===== config.mk =====
export PLATFORM = sky130hd
export DESIGN_NAME = job_scheduler_fcfs_sjf_rr_aging_unit_flat
export DESIGN_NICKNAME = d
export VERILOG_FILES = /design/src/hdl/jsched_pkg.sv /design/src/hdl/jsched_if.sv /design/src/hdl/jsched_regs.sv /design/src/hdl/jsched_step.sv /design/src/hdl/job_scheduler_fcfs_sjf_rr_aging_unit.sv /design/src/flat_wrapper.sv
export VERILOG_INCLUDE_DIRS = /design/src /design/src/hdl
export SDC_FILE = /design/constraint.sdc
export NUM_CORES = 1
export LEC_CHECK = 0
export BUFFER_PORTS_ARGS = -buffer_cell sky130_fd_sc_hd__buf_2
export CAP_MARGIN = 10
export CORE_AREA = 5 5 136 189
export DETAILED_ROUTE_END_ITERATION = 8
export DIE_AREA = 0 0 141 194
export PLACE_DENSITY = 0.71
export SYNTH_ARGS = -nofsm -noshare
export SYNTH_HDL_FRONTEND = slang
export SYNTH_SLANG_ARGS = --single-unit

===== constraint.sdc =====
create_clock -name clk_i -period 14 [get_ports clk_i]
set_clock_uncertainty 0.1 [all_clocks]
set_input_delay 2.1 -clock clk_i [delete_from_list [all_inputs] [get_ports clk_i]]
set_output_delay 2.1 -clock clk_i [all_outputs]
set_load 0.005 [all_outputs]

===== src/hdl/job_scheduler_fcfs_sjf_rr_aging_unit_macros.svh =====
// ----------------------------------------------------------------------------
// Assertion macros for the job scheduler
// Clocked concurrent checks with an active-low reset disable.
// ----------------------------------------------------------------------------
`ifndef JOB_SCHEDULER_FCFS_SJF_RR_AGING_UNIT_MACROS_SVH
`define JOB_SCHEDULER_FCFS_SJF_RR_AGING_UNIT_MACROS_SVH

// Condition holds at every clock edge.
`define JS_ASSERT_ALWAYS(lbl, clk, rstn, cond, msg) \
  lbl: assert property (@(posedge clk) disable iff (!rstn) (cond)) else $error(msg);

// Antecedent implies consequent in the same cycle.
`define JS_ASSERT_IMPL(lbl, clk, rstn, ante, cons, msg) \
  lbl: assert property (@(posedge clk) disable iff (!rstn) (ante) |-> (cons)) else $error(msg);

// Antecedent implies consequent in the next cycle.
`define JS_ASSERT_NEXT(lbl, clk, rstn, ante, cons, msg) \
  lbl: assert property (@(posedge clk) disable iff (!rstn) (ante) |=> (cons)) else $error(msg);

`endif


===== src/hdl/jsched_pkg.sv =====
// ----------------------------------------------------------------------------
// jsched_pkg
// Types, constants and helpers shared by the job scheduler files.
// ----------------------------------------------------------------------------
`default_nettype none

package jsched_pkg;

  localparam int MAX_JOBS  = 3;
  localparam int MAX_LINES = 256;

  localparam int JOB_W   = 2;                        // job id width
  localparam int LINE_W  = $clog2(MAX_LINES + 1);    // line counter width
  localparam int IDX_W   = 8;                        // line index output width
  localparam int FILL_W  = 2;                        // queue fill width
  localparam int Q_W     = 4;                        // quantum width
  localparam int CNT_W   = 2;                        // job count register width
  localparam int DATA_W  = 32;
  localparam int NUM_REGS = 6;
  localparam int REG_IDX_W = $clog2(NUM_REGS);
  localparam int PADDR_W = REG_IDX_W + 2;

  typedef enum logic [1:0] {
    POL_FCFS  = 2'd0,
    POL_SJF   = 2'd1,
    POL_RR    = 2'd2,
    POL_AGING = 2'd3
  } policy_e;

  localparam logic [REG_IDX_W-1:0] REG_POLICY      = REG_IDX_W'(0);
  localparam logic [REG_IDX_W-1:0] REG_JOB_COUNT   = REG_IDX_W'(1);
  localparam logic [REG_IDX_W-1:0] REG_FIRST_LINES = REG_IDX_W'(2);
  localparam logic [REG_IDX_W-1:0] REG_SECOND_LINES = REG_IDX_W'(3);
  localparam logic [REG_IDX_W-1:0] REG_THIRD_LINES = REG_IDX_W'(4);
  localparam logic [REG_IDX_W-1:0] REG_RR_QUANTUM  = REG_IDX_W'(5);

  typedef struct packed {
    policy_e                          policy;
    logic [CNT_W-1:0]                 job_count;
    logic [MAX_JOBS-1:0][LINE_W-1:0]  job_lines;
    logic [Q_W-1:0]                   rr_quantum;
  } cfg_t;

  typedef struct packed {
    logic [MAX_JOBS-1:0][JOB_W-1:0]   run_queue;
    logic [FILL_W-1:0]                queue_fill;
    logic [MAX_JOBS-1:0][LINE_W-1:0]  next_line;
    logic [MAX_JOBS-1:0][LINE_W-1:0]  aging_score;
    logic [Q_W-1:0]                   quantum_used;
  } sched_state_t;

  typedef struct packed {
    logic [JOB_W-1:0] job_id;
    logic [IDX_W-1:0] line_index;
    logic             all_done;
  } res_t;

  // Clamp a raw line count into 1..MAX_LINES.
  function automatic logic [LINE_W-1:0] job_len(input logic [LINE_W-1:0] raw);
    logic [LINE_W-1:0] v;
    v = raw;
    if (raw == '0) begin
      v = LINE_W'(1);
    end else if (32'(raw) > MAX_LINES) begin
      v = LINE_W'(MAX_LINES);
    end
    return v;
  endfunction

  // Clamp the job count register into 1..MAX_JOBS.
  function automatic logic [FILL_W-1:0] batch_size(input logic [CNT_W-1:0] raw);
    logic [FILL_W-1:0] n;
    n = FILL_W'(raw);
    if (raw == '0) begin
      n = FILL_W'(1);
    end else if (32'(raw) > MAX_JOBS) begin
      n = FILL_W'(MAX_JOBS);
    end
    return n;
  endfunction

endpackage

`default_nettype wire


===== src/hdl/jsched_if.sv =====
// ----------------------------------------------------------------------------
// jsched interfaces
// Valid/ready channels for tick items in and schedule results out.
// ----------------------------------------------------------------------------
`default_nettype none

interface jsched_in_if;
  import jsched_pkg::*;

  logic valid;
  logic ready;
  logic restart;

  modport source (output valid, output restart, input ready);
  modport sink   (input valid, input restart, output ready);
endinterface

interface jsched_out_if;
  import jsched_pkg::*;

  logic             valid;
  logic             ready;
  logic [JOB_W-1:0] job_id;
  logic [IDX_W-1:0] line_index;
  logic             all_done;

  modport source (output valid, output job_id, output line_index, output all_done,
                  input ready);
  modport sink   (input valid, input job_id, input line_index, input all_done,
                  output ready);
endinterface

`default_nettype wire


===== src/hdl/jsched_regs.sv =====
// ----------------------------------------------------------------------------
// jsched_regs
// APB configuration registers of the job scheduler.
// ----------------------------------------------------------------------------
`default_nettype none

module jsched_regs (
  input  logic                          clk_i,
  input  logic                          rst_ni,
  input  logic                          psel,
  input  logic                          penable,
  input  logic                          pwrite,
  input  logic [jsched_pkg::PADDR_W-1:0] paddr,
  input  logic [jsched_pkg::DATA_W-1:0]  pwdata,
  output logic [jsched_pkg::DATA_W-1:0]  prdata,
  output logic                          pready,
  output jsched_pkg::cfg_t              cfg_o
);
  import jsched_pkg::*;

  cfg_t                 cfg_q;
  logic                 wr_en;
  logic [REG_IDX_W-1:0] reg_idx;

  assign pready  = 1'b1;
  assign wr_en   = psel && penable && pwrite;
  assign reg_idx = paddr[PADDR_W-1:2];
  assign cfg_o   = cfg_q;

  always_ff @(posedge clk_i or negedge rst_ni) begin
    if (!rst_ni) begin
      cfg_q.policy     <= POL_FCFS;
      cfg_q.job_count  <= CNT_W'(1);
      for (int j = 0; j < MAX_JOBS; j++) begin
        cfg_q.job_lines[j] <= LINE_W'(1);
      end
      cfg_q.rr_quantum <= Q_W'(2);
    end else if (wr_en) begin
      unique case (reg_idx)
        REG_POLICY:       cfg_q.policy       <= policy_e'(pwdata[1:0]);
        REG_JOB_COUNT:    cfg_q.job_count    <= pwdata[CNT_W-1:0];
        REG_FIRST_LINES:  cfg_q.job_lines[0] <= pwdata[LINE_W-1:0];
        REG_SECOND_LINES: cfg_q.job_lines[1] <= pwdata[LINE_W-1:0];
        REG_THIRD_LINES:  cfg_q.job_lines[2] <= pwdata[LINE_W-1:0];
        REG_RR_QUANTUM:   cfg_q.rr_quantum   <= pwdata[Q_W-1:0];
        default: ;
      endcase
    end
  end

  always_comb begin
    unique case (reg_idx)
      REG_POLICY:       prdata = DATA_W'(cfg_q.policy);
      REG_JOB_COUNT:    prdata = DATA_W'(cfg_q.job_count);
      REG_FIRST_LINES:  prdata = DATA_W'(cfg_q.job_lines[0]);
      REG_SECOND_LINES: prdata = DATA_W'(cfg_q.job_lines[1]);
      REG_THIRD_LINES:  prdata = DATA_W'(cfg_q.job_lines[2]);
      REG_RR_QUANTUM:   prdata = DATA_W'(cfg_q.rr_quantum);
      default:          prdata = '0;
    endcase
  end

endmodule

`default_nettype wire


===== src/hdl/jsched_step.sv =====
// ----------------------------------------------------------------------------
// jsched_step
// One scheduling tick: reload, drop finished jobs, age, pick, rotate.
// ----------------------------------------------------------------------------
`default_nettype none

module jsched_step (
  input  jsched_pkg::cfg_t         cfg_i,
  input  jsched_pkg::sched_state_t cur_i,
  input  logic                     restart_i,
  output jsched_pkg::sched_state_t nxt_o,
  output jsched_pkg::res_t         res_o
);
  import jsched_pkg::*;

  logic [MAX_JOBS-1:0][LINE_W-1:0] len;
  logic [FILL_W-1:0]               n_jobs;
  logic [MAX_JOBS-1:0][JOB_W-1:0]  rank;
  logic [MAX_JOBS-1:0][JOB_W-1:0]  ld_rq;
  logic [MAX_JOBS-1:0][LINE_W-1:0] ld_sc;

  logic [MAX_JOBS-1:0][JOB_W-1:0]  rq0, rq1, rq2, rq3;
  logic [FILL_W-1:0]               fill0, fill1;
  logic [MAX_JOBS-1:0][LINE_W-1:0] nl0, nl2;
  logic [MAX_JOBS-1:0][LINE_W-1:0] sc0, sc2;
  logic [Q_W-1:0]                  qu0, qu1, qu3, qsum, qlim;
  logic [(1<<JOB_W)-1:0]           fin_vec;
  logic [JOB_W-1:0]                head, cand_pos;
  logic [FILL_W-1:0]               keep_cnt, ord_cnt;
  logic                            found;

  // Batch load: clamped lengths, shortest-first ranks (ties to later arrival).
  always_comb begin
    n_jobs = batch_size(cfg_i.job_count);
    for (int j = 0; j < MAX_JOBS; j++) begin
      len[j]   = job_len(cfg_i.job_lines[j]);
    end
    for (int j = 0; j < MAX_JOBS; j++) begin
      rank[j]  = '0;
      ld_sc[j] = (FILL_W'(j) < n_jobs) ? len[j] : '0;
      for (int k = 0; k < MAX_JOBS; k++) begin
        if (k != j && FILL_W'(k) < n_jobs &&
            ((len[k] < len[j]) || (len[k] == len[j] && k > j))) begin
          rank[j] = rank[j] + JOB_W'(1);
        end
      end
    end
    for (int i = 0; i < MAX_JOBS; i++) begin
      ld_rq[i] = JOB_W'(i);
    end
    if (cfg_i.policy == POL_SJF || cfg_i.policy == POL_AGING) begin
      for (int j = 0; j < MAX_JOBS; j++) begin
        if (FILL_W'(j) < n_jobs) begin
          ld_rq[rank[j]] = JOB_W'(j);
        end
      end
    end
  end

  always_comb begin
    rq0   = restart_i ? ld_rq : cur_i.run_queue;
    fill0 = restart_i ? n_jobs : cur_i.queue_fill;
    nl0   = restart_i ? '0 : cur_i.next_line;
    sc0   = restart_i ? ld_sc : cur_i.aging_score;
    qu0   = restart_i ? '0 : cur_i.quantum_used;

    // Drop finished jobs, keep queue order.
    fin_vec = '1;
    for (int c = 0; c < MAX_JOBS; c++) begin
      fin_vec[c] = (nl0[c] >= len[c]);
    end
    rq1      = rq0;
    qu1      = qu0;
    keep_cnt = '0;
    for (int i = 0; i < MAX_JOBS; i++) begin
      if (FILL_W'(i) < fill0) begin
        if (!fin_vec[rq0[i]]) begin
          rq1[keep_cnt[JOB_W-1:0]] = rq0[i];
          keep_cnt = keep_cnt + FILL_W'(1);
        end else if (i == 0) begin
          qu1 = '0;
        end
      end
    end
    fill1 = keep_cnt;

    // Age waiting jobs and look for the first one that beats the head.
    sc2      = sc0;
    rq2      = rq1;
    found    = 1'b0;
    cand_pos = '0;
    ord_cnt  = '0;
    if (cfg_i.policy == POL_AGING && fill1 != '0) begin
      for (int i = 1; i < MAX_JOBS; i++) begin
        if (FILL_W'(i) < fill1 && sc2[rq1[i]] != '0) begin
          sc2[rq1[i]] = sc2[rq1[i]] - LINE_W'(1);
        end
      end
      for (int i = 1; i < MAX_JOBS; i++) begin
        if (!found && FILL_W'(i) < fill1 && sc2[rq1[i]] < sc2[rq1[0]]) begin
          found    = 1'b1;
          cand_pos = JOB_W'(i);
        end
      end
      if (found) begin
        rq2[0]  = rq1[cand_pos];
        ord_cnt = FILL_W'(1);
        for (int t = 1; t < MAX_JOBS; t++) begin
          if (FILL_W'(t) < fill1 && JOB_W'(t) != cand_pos) begin
            rq2[ord_cnt[JOB_W-1:0]] = rq1[t];
            ord_cnt = ord_cnt + FILL_W'(1);
          end
        end
        rq2[ord_cnt[JOB_W-1:0]] = rq1[0];
      end
    end

    // Run one line of the head job.
    head = rq2[0];
    nl2  = nl0;
    if (fill1 != '0) begin
      nl2[head] = nl0[head] + LINE_W'(1);
    end

    // Round robin turn accounting.
    rq3  = rq2;
    qu3  = qu1;
    qsum = qu1 + Q_W'(1);
    qlim = (cfg_i.rr_quantum == '0) ? Q_W'(1) : cfg_i.rr_quantum;
    if (cfg_i.policy == POL_RR && fill1 != '0) begin
      if (qsum >= qlim) begin
        for (int t = 0; t < MAX_JOBS - 1; t++) begin
          if (FILL_W'(t + 1) < fill1) begin
            rq3[t] = rq2[t + 1];
          end
        end
        rq3[fill1[JOB_W-1:0] - JOB_W'(1)] = rq2[0];
        qu3 = '0;
      end else begin
        qu3 = qsum;
      end
    end

    nxt_o.run_queue    = rq3;
    nxt_o.queue_fill   = fill1;
    nxt_o.next_line    = nl2;
    nxt_o.aging_score  = sc2;
    nxt_o.quantum_used = qu3;

    if (fill1 == '0) begin
      res_o.job_id     = '0;
      res_o.line_index = '0;
      res_o.all_done   = 1'b1;
    end else begin
      res_o.job_id     = head;
      res_o.line_index = nl0[head][IDX_W-1:0];
      res_o.all_done   = 1'b0;
    end
  end

endmodule

`default_nettype wire


===== src/hdl/job_scheduler_fcfs_sjf_rr_aging_unit.sv =====
// ----------------------------------------------------------------------------
// job_scheduler_fcfs_sjf_rr_aging_unit
// Line-by-line scheduler for a batch of up to three jobs under four policies.
// ----------------------------------------------------------------------------
// Usage:
//   tick_i carries one item per tick: restart = 1 reloads the batch from the
//   configuration registers and schedules its first line, restart = 0
//   advances one line. sched_o returns one item per tick: the job and line
//   that run, or all_done with zero job and line once nothing is left.
//   Policy, job count, the three line counts and the round robin quantum
//   are written over the APB port while no tick is in flight.
//   Path: an accepted item lands in the input register, is scheduled by
//   one pass of compare/select logic over the three queue entries, and
//   its result then loads into the result register.
//   Throughput: one item per cycle while sched_o accepts; the queue and per-job
//   counters update in the same cycle the result register loads.
//   Receiver stall: the result register holds; one more item may sit in the
//   input register, after which tick_i.ready drops until sched_o drains.
//   Reset: configuration returns to FCFS, one job, one line per job, quantum
//   two; the queue is empty, so ticks answer all_done until a restart.
// ----------------------------------------------------------------------------
`default_nettype none

`include "job_scheduler_fcfs_sjf_rr_aging_unit_macros.svh"

module job_scheduler_fcfs_sjf_rr_aging_unit (
  input  logic                           clk_i,
  input  logic                           rst_ni,
  jsched_in_if.sink                      tick_i,
  jsched_out_if.source                   sched_o,
  input  logic                           psel,
  input  logic                           penable,
  input  logic                           pwrite,
  input  logic [jsched_pkg::PADDR_W-1:0] paddr,
  input  logic [jsched_pkg::DATA_W-1:0]  pwdata,
  output logic [jsched_pkg::DATA_W-1:0]  prdata,
  output logic                           pready
);
  import jsched_pkg::*;

  cfg_t         cfg;
  sched_state_t state_q, state_d;
  res_t         res_q, res_d;
  logic         in_vld_q, restart_q;
  logic         out_vld_q;
  logic         adv;

  // Configuration registers.
  jsched_regs u_regs (
    .clk_i   (clk_i),
    .rst_ni  (rst_ni),
    .psel    (psel),
    .penable (penable),
    .pwrite  (pwrite),
    .paddr   (paddr),
    .pwdata  (pwdata),
    .prdata  (prdata),
    .pready  (pready),
    .cfg_o   (cfg)
  );

  // Scheduling pass between the input register and the result register.
  jsched_step u_step (
    .cfg_i     (cfg),
    .cur_i     (state_q),
    .restart_i (restart_q),
    .nxt_o     (state_d),
    .res_o     (res_d)
  );

  // Advance when an item waits and the result slot is free or draining.
  assign adv          = in_vld_q && (!out_vld_q || sched_o.ready);
  assign tick_i.ready = !in_vld_q || adv;

  // Input register: take a new item when empty or when the current one moves on.
  always_ff @(posedge clk_i or negedge rst_ni) begin
    if (!rst_ni) begin
      in_vld_q <= 1'b0;
    end else if (tick_i.valid && tick_i.ready) begin
      in_vld_q <= 1'b1;
    end else if (adv) begin
      in_vld_q <= 1'b0;
    end
  end

  always_ff @(posedge clk_i) begin
    if (tick_i.valid && tick_i.ready) begin
      restart_q <= tick_i.restart;
    end
  end

  // Result register: hold while the receiver stalls.
  always_ff @(posedge clk_i or negedge rst_ni) begin
    if (!rst_ni) begin
      out_vld_q <= 1'b0;
    end else if (adv) begin
      out_vld_q <= 1'b1;
    end else if (sched_o.ready) begin
      out_vld_q <= 1'b0;
    end
  end

  always_ff @(posedge clk_i) begin
    if (adv) begin
      res_q <= res_d;
    end
  end

  // Scheduler state: queue in arrival order, empty, counters cleared.
  always_ff @(posedge clk_i or negedge rst_ni) begin
    if (!rst_ni) begin
      for (int i = 0; i < MAX_JOBS; i++) begin
        state_q.run_queue[i] <= JOB_W'(i);
      end
      state_q.queue_fill   <= '0;
      state_q.next_line    <= '0;
      state_q.aging_score  <= '0;
      state_q.quantum_used <= '0;
    end else if (adv) begin
      state_q <= state_d;
    end
  end

  assign sched_o.valid      = out_vld_q;
  assign sched_o.job_id     = res_q.job_id;
  assign sched_o.line_index = res_q.line_index;
  assign sched_o.all_done   = res_q.all_done;

  `JS_ASSERT_IMPL(a_done_fields_zero, clk_i, rst_ni, out_vld_q && res_q.all_done, (res_q.job_id == '0) && (res_q.line_index == '0), "all_done result carries nonzero job or line")
  `JS_ASSERT_IMPL(a_job_in_range, clk_i, rst_ni, out_vld_q && !res_q.all_done, 32'(res_q.job_id) < MAX_JOBS, "scheduled job id out of range")
  `JS_ASSERT_NEXT(a_empty_gives_done, clk_i, rst_ni, adv && !restart_q && (state_q.queue_fill == '0), out_vld_q && res_q.all_done, "empty queue did not answer all_done")
  `JS_ASSERT_IMPL(a_queue_distinct, clk_i, rst_ni, state_q.queue_fill == FILL_W'(MAX_JOBS), (state_q.run_queue[0] != state_q.run_queue[1]) && (state_q.run_queue[0] != state_q.run_queue[2]) && (state_q.run_queue[1] != state_q.run_queue[2]), "run queue holds a job twice")
  `JS_ASSERT_IMPL(a_ready_when_empty, clk_i, rst_ni, !out_vld_q, tick_i.ready, "input stalled with an empty result register")

endmodule

`default_nettype wire

===== src/flat_wrapper.sv =====
// flat-port wrapper written by rule: the top's interface ports become plain ports
module job_scheduler_fcfs_sjf_rr_aging_unit_flat import jsched_pkg::*;
  (clk_i, rst_ni, psel, penable, pwrite, paddr, pwdata, prdata, pready, tick_i_valid, tick_i_restart, tick_i_ready, sched_o_valid, sched_o_job_id, sched_o_line_index, sched_o_all_done, sched_o_ready);
  jsched_in_if tick_i_i ();
  jsched_out_if sched_o_i ();
  input  logic clk_i;
  input  logic rst_ni;
  input  logic psel;
  input  logic penable;
  input  logic pwrite;
  input  logic [jsched_pkg::PADDR_W-1:0] paddr;
  input  logic [jsched_pkg::DATA_W-1:0] pwdata;
  output logic [jsched_pkg::DATA_W-1:0] prdata;
  output logic pready;
  input wire logic [$bits(tick_i_i.valid)-1:0] tick_i_valid;
  input wire logic [$bits(tick_i_i.restart)-1:0] tick_i_restart;
  output wire logic [$bits(tick_i_i.ready)-1:0] tick_i_ready;
  output wire logic [$bits(sched_o_i.valid)-1:0] sched_o_valid;
  output wire logic [$bits(sched_o_i.job_id)-1:0] sched_o_job_id;
  output wire logic [$bits(sched_o_i.line_index)-1:0] sched_o_line_index;
  output wire logic [$bits(sched_o_i.all_done)-1:0] sched_o_all_done;
  input wire logic [$bits(sched_o_i.ready)-1:0] sched_o_ready;
  assign tick_i_i.valid = tick_i_valid;
  assign tick_i_i.restart = tick_i_restart;
  assign tick_i_ready = tick_i_i.ready;
  assign sched_o_valid = sched_o_i.valid;
  assign sched_o_job_id = sched_o_i.job_id;
  assign sched_o_line_index = sched_o_i.line_index;
  assign sched_o_all_done = sched_o_i.all_done;
  assign sched_o_i.ready = sched_o_ready;
  job_scheduler_fcfs_sjf_rr_aging_unit u_core (.clk_i(clk_i), .rst_ni(rst_ni), .tick_i(tick_i_i), .sched_o(sched_o_i), .psel(psel), .penable(penable), .pwrite(pwrite), .paddr(paddr), .pwdata(pwdata), .prdata(prdata), .pready(pready));
endmodule

# [Yosys cells after proc, flatten, opt, wreduce, memory -nomap -nowiden]
# Index checks and enable logic that the tools add are counted.
# Widths: inputs -> output; s select.
[classes] n_addsub=11 n_lt_le_gt_ge=50 n_eq_ne=13 muxes=132 bitwise_logic=7 reduce_logical=57
[ops] operator="$mux 27" count=8
[ops] operator="$mux 9" count=18
[ops] operator="$bmux 9 s2" count=6
[ops] operator="$mux 6" count=18
[ops] operator="$bwmux 27" count=3
[ops] operator="$lt 9x9->1" count=8
[ops] operator="$mux 2" count=34
[ops] operator="$demux 9 s2" count=3
[ops] operator="$pmux 9 s6" count=1
[ops] operator="$lt 2x3->1 const B" count=16
[ops] operator="$demux 2 s2" count=8
[ops] operator="$bwmux 6" count=5
[ops] operator="$logic_and 1x1->1" count=30
[ops] operator="$eq 9x9->1" count=3
[ops] operator="$ge 9x9->1" count=3
[ops] operator="$gt 9x9->1 const B" count=3
[ops] operator="$logic_not 9->1" count=3
[ops] operator="$mux 4" count=6
[ops] operator="$ge 2x1->1 const B" count=11
[ops] operator="$mux 1" count=18
[ops] operator="$reduce_bool 9->1" count=2
[ops] operator="$sub 9x1->9 const B" count=2
[ops] operator="$reduce_and 2->1" count=6
[ops] operator="$add 2x1->2 const B" count=5
[ops] operator="26 further kinds" count=50
[totals] regBits=115 input_bits=45 output_inout_bits=46 elab_cells=293

# [Depth between registers and ports, before layout]
[logic_depth] depth_word=83 depth_mapped=72 ltp_nobuf=68

# [Cells and area by module]
# Synthesis repeated with hierarchy kept, for this count alone.
[hier_totals] hier_cells=1452 area_unflattened_um2=12431.9
[by_module_without_submodules] module="jsched_step" instances=1 cells_each=1153 area_per_inst_um2=7572.3
[by_module_without_submodules] module="job_scheduler_fcfs_sjf_rr_aging_unit" instances=1 cells_each=160 area_per_inst_um2=3026.7
[by_module_without_submodules] module="jsched_regs" instances=1 cells_each=139 area_per_inst_um2=1833.0

# [Least setup slack after synthesis]
# No wires, ideal clock.
[synth_timing] kind="register to register" startpoint="register u_core.restart_q" endpoint="register u_core.state_q[39] in the netlist's numbering" t_arrival_ns=12.490 t_required_ns=13.779 path_slack_ns=1.289 path_stages_with_launch=56 n_path_buf=10 cell_sequence="edfxtp_1 -> buf_2 -> buf_1 -> buf_1 -> clkbuf_1 -> buf_1 -> clkbuf_1 -> nor2b_1 -> ha_1 -> and3_1 -> a221o_1 -> a41oi_1 -> nand3_1 -> o21a_1 -> o31ai_1 -> ha_1 -> clkbuf_1 -> inv_1 -> (+20 left out) -> a2111o_1 -> a221o_1 -> a31oi_1 -> nor2_2 -> inv_2 -> o21ai_0 -> ha_1 -> nand2_1 -> nand2_1 -> a21oi_1 -> o22a_1 -> buf_2 -> a21oi_1 -> a311oi_1 -> ha_1 -> nand4_1 -> xor2_1 -> a22o_1"
[synth_between] elab_chain_len=62 elab_cells_between_ends=129 cone_classes="6 x add/sub; 24 x order compare; 2 x eq/ne; 78 x mux; 19 x reduce/logical"
[synth_rtl] item="start: declaration" line_no="job_scheduler_fcfs_sjf_rr_aging_unit.sv:44" source="logic in_vld_q, restart_q;"
[synth_rtl] item="start signal: assignment" line_no="job_scheduler_fcfs_sjf_rr_aging_unit.sv:88" source="restart_q <= tick_i.restart;"
[synth_rtl] item="branches (longest 61 deep; another with $ge 9x9->1)"
[synth_rtl] item="$mux 27 *" line_no="jsched_step.sv:121" source="if (fill1 != '0) begin"
[synth_rtl] item="end signal: assignment" line_no="job_scheduler_fcfs_sjf_rr_aging_unit.sv:120" source="state_q <= state_d;"
[synth_rtl] item="end: declaration" line_no="job_scheduler_fcfs_sjf_rr_aging_unit.sv:42" source="sched_state_t state_q, state_d;"
# Mark *: on every way between the ends. The select of a mux whose other input is x is not followed.
# A chain may end at the register's enable or synchronous reset.

# [Worst setup path after layout]
[layout_timing] startpoint="register u_core.u_regs.cfg_q, in the netlist u_core.u_regs.cfg_o[12]" endpoint="register u_core.state_q[48] in the netlist's numbering"
[layout_between] elab_chain_len=80 elab_cells_between_ends=176 cone_classes="9 x add/sub; 30 x order compare; 4 x eq/ne; 97 x mux; 7 x bitwise; 29 x reduce/logical"
[layout_rtl] item="start: declaration" line_no="jsched_regs.sv:21" source="cfg_t cfg_q;"
[layout_rtl] item="$gt 9x9->1" line_no="jsched_pkg.sv:64" source="end else if (32'(raw) > MAX_LINES) begin"
[layout_rtl] item="$mux 9" line_no="jsched_pkg.sv:64"
[layout_rtl] item="$mux 9 *" line_no="jsched_pkg.sv:62" source="if (raw == '0) begin"
[layout_rtl] item="branches (longest 76 deep; another with $lt 9x9->1)"
[layout_rtl] item="$mux 27 *" line_no="jsched_step.sv:121"
# Marked as above.

==> flow_metrics.env <==
export IMPL_synth_top_area_share_pct=21.9
export IMPL_cts_sinks=115
export IMPL_first_global_vias=11300
export IMPL_grt_ovfl_total=0
export IMPL_die_w_um=141
export IMPL_antenna_found_initial=0
export IMPL_power_mw=2.16
export IMPL_max_freq_mhz=76.4
export IMPL_clock_root_buffer="clkbuf_16"
export IMPL_start_kind="flip-flop"
export IMPL_power_leakage_nw=5.89
export IMPL_crit_arrival_ns=13.30
export IMPL_dieArea_um2=27400
export IMPL_ant_nets=0
export IMPL_reg2reg_from="u_core.u_regs.cfg_o[12]$_DFFE_PN0P_"
export IMPL_clk_pin_slew_ns=0.06
export IMPL_synth_ff_type="dfrtp_1"
export IMPL_start_util_pct=46.0
export IMPL_end_kind="flip-flop"
export IMPL_timing_hold_ws_ns=0.381
export IMPL_clock_latency_ns=0.43
export IMPL_slowest_stage="nor2b_1"
export IMPL_area_growth_syn_to_layout_pct=19.3
export IMPL_post_route_period_util_pct=93.5
export IMPL_period_needed_ns=13.08
export IMPL_core_area_um2=23800
export IMPL_peakVddDrop_mv=0.109
export IMPL_path_buf_inv=7
export IMPL_worstMarginPinSlew_ns=1.12
export IMPL_timing_slew_headroom_pct=24.7
export IMPL_cpMostUsedCell="ha_1"
export IMPL_cts_buffers=17
export IMPL_critPathMaxFanout=13
export IMPL_synthTopCellsByCount="167 x nand2_1, 114 x nor2_1, 106 x o21ai_0, 96 x dfrtp_1, 87 x a21oi_1"
export IMPL_synth_most_common_cell="nand2_1"
export IMPL_reg2reg_depth=61
export IMPL_dr_pass1_iters=6
export IMPL_yosysUniqueCellTypes=99
export IMPL_drive_above_1_share_pct=22.6
export IMPL_synth_avg_cell_area_um2=8.23
export IMPL_vias=11200
export IMPL_postCtsHoldBufs=0
export IMPL_numPortBuffers=41
export IMPL_clock_path_buffers=2
export IMPL_p_per_area_nw_per_um2=165
export IMPL_cts_tree="yes"
export IMPL_cp_startpoint="u_core.u_regs.cfg_o[12]$_DFFE_PN0P_"
export IMPL_track_usage_pct=30.6
export IMPL_worst_ep_required_time_ns=14.21
export IMPL_synth_edf_count=12
export IMPL_async_flop_share_pct=89.6
export IMPL_tns_ns=0
export IMPL_outcome="finished, final reports clean"
export IMPL_synthesis_area_um2=11000
export IMPL_dieHeight_um=194
export IMPL_synth_seq_cells=115
export IMPL_hold_path_class="flip-flop to flip-flop"
export IMPL_setup_viol=0
export IMPL_synth_top_area_cell="dfrtp_1"
export IMPL_gp_congestion=1.06
export IMPL_worstHoldPathCells=2
export IMPL_crit_family="compound AO/OA/AOI/OAI gates"
export IMPL_ys_seq_area_share_pct=26.9
export IMPL_io_pins=91
export IMPL_grt_max_degree=72
export IMPL_detail_route_wl_per_cell_um=23.3
export IMPL_htreeDepth=4
export IMPL_final_max_slew_viol_count=0
export IMPL_dr_first_iter_drc_count=872
export IMPL_place_hpwl_mm=32.7
export IMPL_layout_nets=1623
export IMPL_rows=67
export IMPL_path_depth=61
export IMPL_grt_pass1_wl_mm=64.6
export IMPL_fin_util_pct=54.9
export IMPL_wirelength_mm=42.3
export IMPL_rsz0062_at_grt="no"
export IMPL_maxCapViolCount=0
export IMPL_worstHoldStart="u_core.state_q[25]$_DFFE_PN0P_"
export IMPL_ys_top_cells_by_area="dfrtp_1 22%, ha_1 9.6%, nand2_1 5.7%"
export IMPL_diodes=0
export IMPL_via_per_inst=6.16
export IMPL_netlist_instances=1332
export IMPL_worstSetupPathType="flip-flop to flip-flop"
export IMPL_drc_errors=0
export IMPL_slowest_delay_ns=0.61
export IMPL_ys_warn_count=0
export IMPL_hold_violations=0
## worst min-delay path, delay by kind of cell, from the launching register on
family	cells	cell delay [ns]
AND/OR/NAND/NOR	1	0.05
AO/OA/AOI/OAI	1	0.06
flip-flops	1	0.34
## power breakdown
part	internal, mW	total (mW)	switching, mW
clock	0.268	0.449	0.180
combinational	0.511	1.24	0.731
sequential	0.401	0.471	0.0696
total	1.18	2.16	0.981
## area by class of cell
type,instances,area [um2]
Clock buffer,18,439
Clock inverter,14,150
Fill cell,2255,10700
Inverter,47,176
Multi-Input combinational cell,1114,7570
Sequential cell,115,2950
Tap cell,310,388
Timing Repair Buffer,199,1410
## what timing repair did
action | in CTS | in global routing
resized for setup | 0 | 10
setup buffers | 0 | 3
setup endpoints to repair | 0 | 22
## flip-flops by register name, indices dropped and copies added, names as in the netlist
| signal | count |
|---|---|
| u_core.in_vld_q | 1 |
| u_core.restart_q | 1 |
| u_core.sched_o.all_done | 1 |
| u_core.sched_o.job_id | 2 |
| u_core.sched_o.line_index | 8 |
| u_core.sched_o.valid | 1 |
| u_core.state_q | 66 |
| u_core.u_regs.cfg_o | 35 |
## cell usage in the layout, fill, tap and decap left out, types with 12 or more instances in the layout
cell type and instances:
and2_1 14, mux2i_1 51, nand2b_1 19, xor2_1 13, conb_1 24, nand2_1 166
a21oi_1 87, buf_4 158, a21o_1 15, o21ai_0 106, nand4_1 18, o22ai_1 15
xnor2_1 14, a211oi_1 19, nor2_1 113, inv_1 42, a22oi_1 17, mux2_2 49
nand3_1 21, edfxtp_1 12, nor2b_1 44, dfrtp_1 96, clkbuf_16 17, ha_1 84
nor3_1 22, a22o_1 31, buf_2 40
## per-layer routing
layer	track usage, %	vias to the layer above	share of wire, %
met5	0	-	0
li1	-	5175	-
met2	50.1	491	47
met4	25.1	0	9.9
met1	35.5	5322	38
met3	3.77	199	5.3
## stage by stage
step	cell area, um2	worst slack (ns)	instances
after global routing	13100	0.0632	1817
after detailed placement	12400	0.792	1781
after CTS	13000	0.740	1813
after floorplan	11000	1.29	1354
after global placement	12400	1.02	1781
final	13100	0.916	1817
## cell families (layout without fill, tap and decap cells)
family | Yosys count | count (layout) | synth area share [%]
AND/OR/NAND/NOR | 478 | 478 | 21.1
AO/OA/AOI/OAI | 395 | 396 | 24.4
buffers and inverters | 126 | 278 | 5.44
flip-flops | 115 | 115 | 26.9
multiplexers | 103 | 103 | 10.1
adder cells (fa/ha/maj) | 86 | 86 | 9.78
XOR/XNOR | 27 | 27 | 2.16
other | 2 | 24 | 0.0685
## path summary, 6_finish.rpt
| path | to | slack, ns |
|---|---|---|
| setup / recovery | u_core.state_q[48]$_DFFE_PN0P_ | 0.92 |
| hold / removal | u_core.state_q[25]$_DFFE_PN0P_ | 0.38 |
| setup reg to reg | u_core.state_q[48]$_DFFE_PN0P_ | 0.92 |
| hold reg to reg | u_core.state_q[25]$_DFFE_PN0P_ | 0.38 |
| max in group asynchronous | u_core.state_q[58]$_DFFE_PN0P_ | 10.95 |
| min in group asynchronous | u_core.state_q[64]$_DFFE_PN0P_ | 1.57 |
No activity file was read; power rests on OpenSTA's default activity.
